File: config.mk
export PLATFORM = sky130hd
export DESIGN_NAME = symbol_front_coding_encoder
export DESIGN_NICKNAME = d
export VERILOG_FILES = /design/src/rtl/sfce_pkg.sv /design/src/rtl/symbol_front_coding_encoder.sv
export SDC_FILE = /design/constraint.sdc
export NUM_CORES = 1
export LEC_CHECK = 0
export ABC_AREA = 1
export BUFFER_PORTS_ARGS = -buffer_cell sky130_fd_sc_hd__buf_2
export CAP_MARGIN = 20
export CELL_PAD_IN_SITES_DETAIL_PLACEMENT = 1
export CELL_PAD_IN_SITES_GLOBAL_PLACEMENT = 1
export CORE_ASPECT_RATIO = 0.5
export CORE_MARGIN = 2
export CORE_UTILIZATION = 36
export CTS_CLUSTER_DIAMETER = 50
export DETAILED_ROUTE_END_ITERATION = 16
export PLACE_DENSITY = 0.69
export SLEW_MARGIN = 15
export SYNTH_ARGS = -nofsm -noshare
export SYNTH_HDL_FRONTEND = slang
export SYNTH_SLANG_ARGS = --single-unit
File: constraint.sdc
create_clock -name i_clk -period 7.3 [get_ports i_clk]
set_input_delay 0 -clock i_clk [delete_from_list [all_inputs] [get_ports i_clk]]
set_output_delay 0 -clock i_clk [all_outputs]
set_load 0.01 [all_outputs]
File: src/rtl/sfce_pkg.sv
package sfce_pkg;

    localparam int NameDepth   = 63;
    localparam int PrefixLimit = 63;
    localparam int PosW        = 6;
    localparam int MaxResults  = 4;
    localparam int CntW        = 3;
    localparam int RdW         = 2;

    typedef enum logic [1:0] {
        MODE_ABS  = 2'b00,
        MODE_BACK = 2'b01,
        MODE_FWD  = 2'b10,
        MODE_FAR  = 2'b11
    } t_mode;

    typedef struct packed {
        logic [7:0]  name_char;
        logic [15:0] symbol_address;
    } t_in;

    typedef struct packed {
        logic [7:0] out_byte;
        logic       symbol_done;
    } t_out;

endpackage

File: src/rtl/symbol_front_coding_encoder.sv
// Front-coding encoder for a name-sorted symbol list. Name bytes enter one per transfer,
// each name ending in a NUL, with the symbol address sampled on the first byte. Leading
// bytes shared with the previous name (up to 63) produce no output; the first unshared
// byte produces the attribute byte (shared count in bits 5..0, address mode in bits 7..6)
// followed by that byte, and the NUL additionally produces one offset byte or two absolute
// address bytes, low byte first. Each accepted input byte loads its results into a small
// result buffer of up to four bytes that drains one byte per cycle while the output is not
// stalled, so an input transfer is taken each cycle while at most one buffered byte remains
// and is not stalled. A shared byte produces no result, others one to four. The previous-name
// store is 63 bytes with per-entry valid flags, so it is usable right after reset.
module symbol_front_coding_encoder (
    input  logic            i_clk,
    input  logic            i_rst_n,
    input  logic            i_in_valid,
    output logic            o_in_stall,
    input  sfce_pkg::t_in   i_in_data,
    output logic            o_out_valid,
    input  logic            i_out_stall,
    output sfce_pkg::t_out  o_out_data
);

    logic [7:0]                    r_name_mem [sfce_pkg::NameDepth];
    logic [sfce_pkg::NameDepth-1:0] r_name_vld;
    logic [7:0]                    r_mem_q;
    logic [sfce_pkg::PosW-1:0]     r_pos;
    logic                          r_pfx_done;
    logic [15:0]                   r_prev_addr;
    logic [15:0]                   r_lat_addr;
    sfce_pkg::t_out                r_buf [sfce_pkg::MaxResults];
    logic [sfce_pkg::CntW-1:0]     r_cnt;
    logic [sfce_pkg::RdW-1:0]      r_rd;

    logic [sfce_pkg::PosW-1:0]     n_pos;
    logic                          n_pfx_done;

    logic [7:0]                    w_char;
    logic                          w_first;
    logic [15:0]                   w_lat;
    logic [16:0]                   w_diff;
    sfce_pkg::t_mode               w_mode;
    logic [7:0]                    w_ofs;
    logic                          w_in_lim;
    logic                          w_in_depth;
    logic                          w_match;
    logic                          w_end;
    logic                          w_acc;
    logic                          w_we;
    logic                          w_xfer;
    logic                          w_rd_ok;
    sfce_pkg::t_out                w_res [sfce_pkg::MaxResults];
    logic [sfce_pkg::CntW-1:0]     w_n;

    assign w_char     = i_in_data.name_char;
    assign w_first    = (r_pos == '0) && !r_pfx_done;
    assign w_lat      = w_first ? i_in_data.symbol_address : r_lat_addr;
    assign w_diff     = {1'b0, w_lat} - {1'b0, r_prev_addr};
    assign w_in_depth = r_pos < sfce_pkg::PosW'(sfce_pkg::NameDepth);
    assign w_in_lim   = (r_pos < sfce_pkg::PosW'(sfce_pkg::PrefixLimit)) && w_in_depth;
    assign w_end      = (w_char == 8'd0);
    assign w_match    = !r_pfx_done && !w_end && w_in_lim && (r_mem_q == w_char);

    assign o_out_valid = (r_cnt != '0);
    assign o_out_data  = r_buf[r_rd];
    assign w_xfer      = o_out_valid && !i_out_stall;
    assign o_in_stall  = (r_cnt > sfce_pkg::CntW'(1)) ||
                         ((r_cnt == sfce_pkg::CntW'(1)) && i_out_stall);
    assign w_acc       = i_in_valid && !o_in_stall;
    assign w_we        = w_acc && !w_match && w_in_depth;
    assign w_rd_ok     = n_pos < sfce_pkg::PosW'(sfce_pkg::NameDepth);

    // address mode from the signed distance to the previous address
    always_comb begin
        if (w_diff[16:8] == '1) begin
            w_mode = sfce_pkg::MODE_BACK;
            w_ofs  = ~w_diff[7:0];
        end else if (w_diff[16:8] == 9'd0) begin
            w_mode = sfce_pkg::MODE_FWD;
            w_ofs  = w_diff[7:0];
        end else if (w_diff[16:8] == 9'd1) begin
            w_mode = sfce_pkg::MODE_FAR;
            w_ofs  = w_diff[7:0];
        end else begin
            w_mode = sfce_pkg::MODE_ABS;
            w_ofs  = 8'd0;
        end
    end

    // result list for this byte
    always_comb begin
        w_n = '0;
        for (int k = 0; k < sfce_pkg::MaxResults; k++) begin
            w_res[k] = '0;
        end
        if (!w_match) begin
            if (!r_pfx_done) begin
                w_res[w_n[sfce_pkg::RdW-1:0]] = '{out_byte: {w_mode, r_pos}, symbol_done: 1'b0};
                w_n = w_n + sfce_pkg::CntW'(1);
            end
            w_res[w_n[sfce_pkg::RdW-1:0]] = '{out_byte: w_char, symbol_done: 1'b0};
            w_n = w_n + sfce_pkg::CntW'(1);
            if (w_end) begin
                if (w_mode == sfce_pkg::MODE_ABS) begin
                    w_res[w_n[sfce_pkg::RdW-1:0]] =
                        '{out_byte: w_lat[7:0], symbol_done: 1'b0};
                    w_n = w_n + sfce_pkg::CntW'(1);
                    w_res[w_n[sfce_pkg::RdW-1:0]] =
                        '{out_byte: w_lat[15:8], symbol_done: 1'b1};
                    w_n = w_n + sfce_pkg::CntW'(1);
                end else begin
                    w_res[w_n[sfce_pkg::RdW-1:0]] = '{out_byte: w_ofs, symbol_done: 1'b1};
                    w_n = w_n + sfce_pkg::CntW'(1);
                end
            end
        end
    end

    always_comb begin
        n_pos      = r_pos;
        n_pfx_done = r_pfx_done;
        if (w_acc) begin
            if (w_match) begin
                n_pos = r_pos + sfce_pkg::PosW'(1);
            end else if (w_end) begin
                n_pos      = '0;
                n_pfx_done = 1'b0;
            end else begin
                n_pfx_done = 1'b1;
                if (w_in_depth) begin
                    n_pos = r_pos + sfce_pkg::PosW'(1);
                end
            end
        end
    end

    always_ff @(posedge i_clk) begin
        if (w_we) begin
            r_name_mem[r_pos] <= w_char;
        end
    end

    always_ff @(posedge i_clk) begin
        if (w_acc && (w_n != '0)) begin
            for (int k = 0; k < sfce_pkg::MaxResults; k++) begin
                r_buf[k] <= w_res[k];
            end
        end
        if (w_acc && w_first) begin
            r_lat_addr <= i_in_data.symbol_address;
        end
    end

    always_ff @(posedge i_clk) begin
        if (!i_rst_n) begin
            r_name_vld  <= '0;
            r_mem_q     <= 8'd0;
            r_pos       <= '0;
            r_pfx_done  <= 1'b0;
            r_prev_addr <= 16'd0;
            r_cnt       <= '0;
            r_rd        <= '0;
        end else begin
            // registered read of the previous name at the next position, write-first
            if (w_rd_ok && w_we && (r_pos == n_pos)) begin
                r_mem_q <= w_char;
            end else if (w_rd_ok && r_name_vld[n_pos]) begin
                r_mem_q <= r_name_mem[n_pos];
            end else begin
                r_mem_q <= 8'd0;
            end
            r_pos      <= n_pos;
            r_pfx_done <= n_pfx_done;
            if (w_we) begin
                r_name_vld[r_pos] <= 1'b1;
            end
            if (w_acc && !w_match && w_end) begin
                r_prev_addr <= w_lat;
            end
            if (w_acc && (w_n != '0)) begin
                r_cnt <= w_n;
                r_rd  <= '0;
            end else if (w_xfer) begin
                r_cnt <= r_cnt - sfce_pkg::CntW'(1);
                r_rd  <= r_rd + sfce_pkg::RdW'(1);
            end
        end
    end

endmodule

======== Word level (Yosys, flattened, before mapping) ========
Memories as Yosys holds them, arrays and structs flattened. A register that Yosys moved wholly into a read port is not among the register bits.
Cells that the tools add are included.
cells by class
  $add $sub $neg .......................... 7
  $lt $le $gt $ge ......................... 12
  eq/ne operators ......................... 5
  multiplexer cells ....................... 46
  bitwise operators ....................... 7
  reduce and logical (&&, ||, !) cells .... 34
operators with widths
  cell                                                                          count
  36-bit bitwise mux                                                            4
  36-bit 2-to-1 mux                                                             3
  63-bit OR                                                                     1
  9-bit demux with 2-bit select                                                 3
  9-bit 2-to-1 mux                                                              5
  8-bit 2-to-1 mux                                                              5
  6-bit 2-to-1 mux                                                              4
  1-bit logical AND                                                             19
  3-bit 2-to-1 mux                                                              6
  16-bit by 16-bit subtractor with 17-bit output                                1
  16-bit 2-to-1 mux                                                             1
  6-bit by 7-bit less-than comparator with 1-bit output, second input constant  2
  6-bit less-than comparator, second input constant                             2
  2-bit 2-to-1 mux                                                              5
  3-bit by 1-bit adder with 3-bit output, second input constant                 3
  9-bit by 1-bit == test with 1-bit output, second input constant               1
  9-bit == test, second input constant                                          1
  3-bit greater-or-equal comparator, second input constant                      3
  9-bit logical NOT                                                             1
  3-bit by 1-bit less-than comparator with 1-bit output, second input constant  3
  2-bit NOT with 3-bit output                                                   3
  8-bit == test                                                                 1
  8-bit logical NOT                                                             1
  1-bit 2-to-1 mux                                                              8
  19 further kinds                                                              25
storage, ports and cells
  register bits ........................... 115
  memory bits (writable) .................. 540
  bits of input ports ..................... 28
  memories kept ........................... 2
memory list
  name        words  width  rd ports  clocked after memory_dff  wr ports  RTL line                           RTL
  r_name_mem  63     8      1         0                         1         symbol_front_coding_encoder.sv:22  logic [7:0] r_name_mem [sfce_pkg::NameDepth];
  r_buf       4      9      1         1                         4         symbol_front_coding_encoder.sv:29  sfce_pkg::t_out r_buf [sfce_pkg::MaxResults];

======== Longest topological paths before layout ========
Gate-level depths: netlist (run 1).
  depth after elaboration ................. 17
  depth in mapped cells ................... 34
  gate-level depth less buffers ........... 32

======== Least setup slack after synthesis (run 1) ========
No wires, ideal clock.
  path type ............................... reg2reg
  start point ............................. register r_pos[1] (netlist name)
  end point ............................... register r_cnt[2] (netlist name)
  library setup time ...................... 0.132 ns
  arrival ................................. 5.463 ns
  required time ........................... 7.168 ns
  path slack .............................. 1.705 ns
  stages on the path, launching flop included .. 31
  period minus slack after synthesis ...... 5.595 ns
  cells stage by stage .................... dfxtp_1 -> buf_2 -> clkinv_1 -> ha_1 -> nand3_1 -> clkbuf_1 -> mux2i_1 -> ha_1 -> inv_1 -> fa_1 -> nand3_1 -> nand3_1 -> nand2_1 -> nand2_1 -> xor2_1 -> inv_1 -> nor2_1 -> inv_1 -> nor2_1 -> nand2_1 -> nand3_2 -> inv_2 -> ha_1 -> o21ai_0 -> nand2_1 -> nand2_1 -> nand2_1 -> nor2_1 -> a21oi_1 -> o21ai_0 -> a21oi_1
between the ends
  cells in the longest elaborated chain, start to end .. 15
ends and longest elaborated chain
  element                                                 RTL line                            RTL
  start, declared                                         symbol_front_coding_encoder.sv:25   logic [sfce_pkg::PosW-1:0] r_pos;
  start signal, assigned                                  symbol_front_coding_encoder.sv:170  r_pos <= n_pos;
  6-bit logical NOT                                       symbol_front_coding_encoder.sv:54   assign w_first = (r_pos == '0) && !r_pfx_done;
  1-bit logical AND                                       symbol_front_coding_encoder.sv:54
  16-bit 2-to-1 mux                                       symbol_front_coding_encoder.sv:55   assign w_lat = w_first ? i_in_data.symbol_address : r_lat_addr;
  16-bit by 16-bit subtractor with 17-bit output          symbol_front_coding_encoder.sv:56   assign w_diff = {1'b0, w_lat} - {1'b0, r_prev_addr};
  9-bit by 1-bit == test with 1-bit output                symbol_front_coding_encoder.sv:79   end else if (w_diff[16:8] == 9'd1) begin
  2-bit 2-to-1 mux                                        symbol_front_coding_encoder.sv:79
  2-bit 2-to-1 mux                                        symbol_front_coding_encoder.sv:76   end else if (w_diff[16:8] == 9'd0) begin
  2-bit 2-to-1 mux                                        symbol_front_coding_encoder.sv:73   if (w_diff[16:8] == '1) begin
  2-bit logical NOT                                       symbol_front_coding_encoder.sv:102  if (w_mode == sfce_pkg::MODE_ABS) begin
  3-bit 2-to-1 mux                                        symbol_front_coding_encoder.sv:102
  3-bit 2-to-1 mux                                        symbol_front_coding_encoder.sv:101  if (w_end) begin
  3-bit 2-to-1 mux *                                      symbol_front_coding_encoder.sv:94   if (!w_match) begin
  3-bit nonzero test                                      symbol_front_coding_encoder.sv:178  if (w_acc && (w_n != '0)) begin
  1-bit logical AND                                       symbol_front_coding_encoder.sv:178
  3-bit 2-to-1 mux or 2-bit nonzero test (tied branches)  n/a
  end signal, assigned                                    symbol_front_coding_encoder.sv:179  r_cnt <= w_n;
  end signal, assigned                                    symbol_front_coding_encoder.sv:182  r_cnt <= r_cnt - sfce_pkg::CntW'(1);
  end, declared                                           symbol_front_coding_encoder.sv:30   logic [sfce_pkg::CntW-1:0] r_cnt;
Every way passes the cells marked *; elsewhere a longest branch is shown, timed or not.
A chain may end at the register's enable or synchronous reset.

======== Final worst setup path (run 1) ========
Same ends and word-level chain as after synthesis.

==> flow_metrics.py, run 1 <==
metrics = {
    "place": {
        "gp_congestion": 0.8578,
        "io_buffers": 38,
        "hpwl_mm": 55.09,
        "placed_cells_incl_taps": 4022,
        "post-place-ws_ps": 1166,
    },
    "detailed_routing": {
        "met3_length_mm": 4.627,
        "drt_iter0_drc": 1577,
        "drcViolationCount": 0,
        "postRouteAntennaNets": 0,
        "routed_via_density": 5.210,
        "vias": 21710,
        "wl_per_cell_um": 21.67,
        "route.met2.wl_mm": 42.34,
        "met1_length_mm": 41.07,
        "wl_mm": 90.33,
        "dr.pass1.iters": 5,
        "routed.top_layer": "met4",
    },
    "cells_and_area": {
        "final_nets": 3070,
        "drive_above_1_share_pct": 7.534,
        "regArea_um2": 18690,
        "finalNonFillerCells": 4168,
        "fillCellCount": 9243,
        "multi_input_comb_area_um2": 9080,
        "diodes": 0,
        "mostFrequentLayoutCell": "nand2_1",
        "post-route-util_pct": 40.53,
        "area_growth_pct": 11.99,
        "layout.cells.most_common_list": "nand2_1 (803), edfxtp_1 (555), nand3_1 (389)",
    },
    "global_route": {
        "gr-total-overflow": 0,
        "grt_antenna_before_repair": 1,
        "grt_pass1_vias": 22340,
        "grt_max_degree": 115,
        "grt_usage_pct": 21.42,
        "grt_pass1_wl_mm": 137.3,
    },
    "worst_setup_path": {
        "rr_endpoint": "r_cnt[2]",
        "regToRegSetupSlack_ps": 1090,
        "critPathTopFamily": "simple AND/OR/NAND/NOR gates",
        "r2r-start": "r_pos[1]",
        "crit_buf_inv": 5,
        "slowest_delay_ps": 540,
        "reg2reg_depth": 29,
        "worstPathMaxFanout": 38,
        "cpMostUsedCell": "nand2_1",
        "crit_path_end_kind": "flop",
        "crit_type": "reg -> reg",
        "crit_path_start_kind": "flop",
        "crit_required_ps": 7840,
        "arrival_ps": 6750,
        "crit_slowest_cell": "nand3_1",
    },
    "timing": {
        "max_freq_mhz": 161.1,
        "setup_viol": 0,
        "drv_slew": 0,
        "hold_violations": 0,
        "finalClockSkew_ps": 30.78,
        "slew_headroom_pct": 25.34,
        "finalSetupTns_ps": 0,
        "fin_crit_ps": 6208,
        "setup_slack_ps": 1092,
        "period_share_pct": 85.04,
        "tightest_slew_ps": 1120,
        "rsz0062_at_grt": "false",
    },
    "clock_network": {
        "clock-sinks": 656,
        "h-tree-depth": 3,
        "cts_buffers": 69,
        "clk_latency_ps": 620,
        "cts_tree": "built",
        "cts_buffer_depth": 3,
        "ctsResizeCount": 0,
        "cts_root_buf": "clkbuf_16",
        "clkTransAtPathRegs_ps": 60,
    },
    "power_and_ir_drop": {
        "peakVddDrop_mv": 0.5422,
        "finalPower_mw": 14.27,
        "p_per_area_nw_per_um2": 433.2,
        "leakagePower_nw": 12.49,
    },
    "floorplan": {
        "io_pins": 39,
        "rows": 74,
        "initial_core_util_pct": 36.19,
        "die_h_um": 206.1,
        "core-area_um2": 81290,
        "die_width_um": 408.3,
        "die-area_um2": 84170,
    },
    "run": {
        "maxCapViolCount": 0,
    },
    "yosys": {
        "synth_seq_cells": 656,
        "yosys_warnings": 0,
        "synth_edf_count": 555,
        "syn_inst": 2991,
        "postSynthAreaPerCell_um2": 9.836,
        "netlist_area_um2": 29420,
        "ys_seq_area_share_pct": 63.52,
        "synth-main-ff-cell": "edfxtp_1",
        "synthesis.nets": 3045,
        "async_flop_share_pct": 0,
        "synth_cell_types": 49,
    },
    "worst_hold_path": {
        "hold_path.class": "in -> reg",
        "hp-start": "i_in_data[5]",
        "holdPathEnd": "r_lat_addr[5]",
        "hold_depth": 2,
    },
    "run_status": {
        "outcome": "complete, no violations",
    },
}
==> logic make-up (layout without fill, tap and decap cells) <==
family / Yosys count / count (layout) / synth area share [%]
DFF: 656 / 656 / 63.52
and+or+nand+nor: 1621 / 1621 / 23.13
buffers and inverters: 382 / 457 / 5.750
muxes: 8 / 8 / 0.3020
xor gates and xnor gates: 20 / 20 / 0.5954
adders and majority gates: 26 / 26 / 1.131
AOI/OAI and AO/OA: 278 / 278 / 5.571
==> how the worst max path moves through the flow <==
stage,from,to,slack [ps],cells after the start
final,r_pos[1],r_cnt[2],1090,29
after global routing,r_pos[1],r_cnt[2],540,31
after detailed placement,r_pos[1],r_cnt[2],1170,29
after global placement,r_pos[1],r_cnt[2],1410,29
after floorplan,r_pos[1],r_cnt[2],1700,30
after CTS,r_pos[1],r_cnt[2],1150,29
==> what timing repair did <==
action / 4_1_cts / 5_1_grt
buffers inserted: 0 / 0
endpoints found under the hold margin: 96 / 0
hold buffers: 21 / 0
==> sequential cells by signal, summed over array words and instances, names as in the netlist, 2 cells and up, named ones only <==
register / flops
r_buf: 35
r_cnt: 3
r_name_mem: 504
r_pos: 6
r_lat_addr: 16
r_name_vld: 63
r_prev_addr: 16
r_rd: 2
r_mem_q: 8
==> where the power goes <==
part / switching [mW] / leakage (nW) / internal [mW]
Combinational: 4.68 / 5.59 / 1.71
Sequential: 0.0911 / 5.83 / 4.29
Clock: 1.51 / 1.07 / 1.99
Total: 6.29 / 12.5 / 7.99
==> stage by stage <==
step | instance area [um2] | hold slack [ps]
floorplan | 29420 | 98.87
global placement | 30510 | 194.5
detailed placement | 30530 | 196.5
CTS | 32910 | 86.07
global route | 32950 | 111.3
finish | 32950 | 118.3
==> metal layers <==
layer	global-route usage, %	up-vias
met5	0	-
met4	6.168	0
met3	3.304	148
met2	35.67	541
met1	29.09	10940
li1	-	10090
==> layout make-up <==
class	count	area share (%)
inverter	237	2.708
tap	1102	4.185
multi-input combinational	1953	27.56
clock inverter	30	0.7861
timing repair buffer	99	2.244
clock buffer	91	5.802
sequential	656	56.72
==> synth_stat cells (all sizes together), types with 15 or more instances <==
| master | count | area share (%) |
|---|---|---|
| o21ai | 119 | 2.0 |
| nand2 | 809 | 10 |
| o21a | 64 | 1.6 |
| dfxtp | 101 | 6.9 |
| clkbuf | 43 | 0.55 |
| nand3 | 395 | 6.9 |
| inv | 236 | 3.0 |
| ha | 25 | 1.1 |
| edfxtp | 555 | 57 |
| buf | 102 | 2.2 |
| a21oi | 64 | 1.1 |
| nor2 | 371 | 4.9 |
| nor3 | 15 | 0.29 |
(Power assumes the default switching activity.)
==> inputs of run 2 (changes only) <==
clock period = 7.08 ns   (was 7.3 ns; I/O delays follow)
==> run 2 against run 1 <==
  * Fmax grew 0.51%
  * Sequential share of layout area barely moved
  * Sequential cell count stayed put
  * Combinational power up 3.4%
  * Routed wire length down 0.73%
  * Largest cell class unchanged
  * Largest power group unchanged
==> flow_metrics.py, run 2 (same netlist as run 1, synthesis figures left out) <==
metrics = {
    "floorplan": {
        "core-area_um2": 81290,
        "die_width_um": 408.3,
        "die_h_um": 206.1,
        "initial_core_util_pct": 36.19,
        "io_pins": 39,
        "rows": 74,
        "die-area_um2": 84170,
    },
    "timing": {
        "drv_slew": 0,
        "finalClockSkew_ps": 22.05,
        "finalSetupTns_ps": 0,
        "fin_crit_ps": 6176,
        "hold_violations": 0,
        "setup_slack_ps": 903.5,
        "tightest_slew_ps": 1101,
        "setup_viol": 0,
        "period_share_pct": 87.24,
        "max_freq_mhz": 161.9,
        "slew_headroom_pct": 26.33,
        "rsz0062_at_grt": "false",
    },
    "detailed_routing": {
        "wl_per_cell_um": 21.48,
        "route.met2.wl_mm": 42.02,
        "drcViolationCount": 0,
        "dr.pass1.iters": 7,
        "wl_mm": 89.66,
        "routed.top_layer": "met5",
        "met3_length_mm": 4.869,
        "routed_via_density": 5.211,
        "postRouteAntennaNets": 0,
        "met1_length_mm": 40.40,
        "vias": 21750,
        "drt_iter0_drc": 1810,
    },
    "worst_setup_path": {
        "regToRegSetupSlack_ps": 900,
        "crit_required_ps": 7610,
        "arrival_ps": 6710,
        "crit_slowest_cell": "dfxtp_1",
        "worstPathMaxFanout": 38,
        "crit_type": "reg -> reg",
        "cpMostUsedCell": "nand2_1",
        "r2r-start": "r_pos[0]",
        "crit_path_start_kind": "flop",
        "reg2reg_depth": 29,
        "crit_path_end_kind": "flop",
        "rr_endpoint": "r_cnt[2]",
        "slowest_delay_ps": 610,
    },
    "cells_and_area": {
        "reg_top3": "r_name_mem: 504 flops, r_name_vld: 63 flops, r_buf: 35 flops",
        "area_growth_pct": 11.98,
        "largest_reg_flops": 504,
        "final_nets": 3073,
        "multi_input_comb_area_um2": 9074,
        "fillCellCount": 9227,
        "mostFrequentLayoutCell": "nand2_1",
        "drive_above_1_share_pct": 7.650,
        "diodes": 0,
        "final_cell_area_um2": 32950,
        "layout.cells.most_common_list": "nand2_1 (803), edfxtp_1 (555), nand3_1 (389)",
        "regMostFlops": "r_name_mem",
        "regArea_um2": 18690,
        "finalNonFillerCells": 4174,
    },
    "clock_network": {
        "cts_buffers": 67,
        "cts_root_buf": "clkbuf_16",
        "clock-sinks": 656,
        "cts_tree": "built",
        "clkTransAtPathRegs_ps": 60,
        "h-tree-depth": 3,
        "cts_buffer_depth": 3,
        "ctsResizeCount": 0,
        "clk_latency_ps": 620,
    },
    "worst_hold_path": {
        "hold_path.class": "in -> reg",
        "hp-start": "i_rst_n",
        "hold_depth": 3,
        "holdPathEnd": "r_cnt[0]",
    },
    "run": {
        "maxCapViolCount": 0,
    },
    "global_route": {
        "grt_pass1_wl_mm": 135.9,
        "gr-total-overflow": 0,
        "grt_usage_pct": 21.27,
        "grt_pass1_vias": 22440,
        "grt_antenna_before_repair": 2,
        "grt_max_degree": 106,
    },
    "place": {
        "placed_area_um2": 30540,
        "hpwl_mm": 55.65,
        "io_buffers": 38,
        "post-place-ws_ps": 931.8,
        "gp_congestion": 0.8495,
        "placed_cells_incl_taps": 4024,
    },
    "power_and_ir_drop": {
        "peakVddDrop_mv": 0.3463,
        "leakagePower_nw": 12.50,
        "p_per_area_nw_per_um2": 443.8,
    },
    "run_status": {
        "outcome": "complete, no violations",
    },
}
run 2: cell count changes in the layout (fill, tap and decap cells not counted), sizes merged:
cell / before / now
buf: 78 / 82
bufinv: 4 / 2
clkinv: 22 / 27
dlygate4sd3: 21 / 22
inv: 241 / 239
run 2: layer usage:
metal	vias up	global-route usage (%)
met5	-	0
met4	2	6.800
met1	10940	28.66
met2	556	35.20
met3	148	3.486
li1	10100	-
run 2: power breakdown:
group / internal [mW] / switching, mW
clock: 1.93 / 1.54
combinational: 1.80 / 4.83
sequential: 4.42 / 0.101
run 2: worst max path at each step:
| stage | to | start |
|---|---|---|
| floorplan | r_cnt[2] | r_pos[1] |
| global placement | r_cnt[2] | r_pos[0] |
| detailed placement | r_cnt[2] | r_pos[0] |
| CTS | r_cnt[2] | r_pos[0] |
| global route | r_cnt[2] | r_pos[1] |
| finish | r_cnt[2] | r_pos[0] |
run 2: what timing repair did:
item,4_1_cts,5_1_grt
buffers inserted,0,0
hold endpoints to repair,96,0
hold buffers,22,0
setup endpoints to repair,0,0
run 2: metrics by stage:
| stage | hold WS [ps] | power, mW | utilization (%) |
|---|---|---|---|
| after CTS | 48.65 | 14.65 | 40.43 |
| after global routing | 96.12 | 15.56 | 40.53 |
| final | 64.81 | 14.62 | 40.53 |
| after detailed placement | 192.7 | 11.15 | 37.56 |
| after floorplan | 98.87 | 9.082 | - |
| after global placement | 191.8 | 11.01 | 37.55 |
run 2: final cells by class:
class	count	share of cell area, %
clock buffer	91	5.643
clock inverter	31	0.7709
inverter	237	2.708
multi-input combinational	1953	27.54
sequential	656	56.72
tap	1102	4.185
timing repair buffer	104	2.431
run 2: critical path, delay by kind of cell (launching register included):
| family | cells | cell delay [ps] |
|---|---|---|
| buf+inv | 5 | 990 |
| flops | 1 | 610 |
| fa+ha+maj | 4 | 1220 |
| compound gates | 4 | 460 |
| simple gates | 15 | 2390 |
| mux | 1 | 400 |
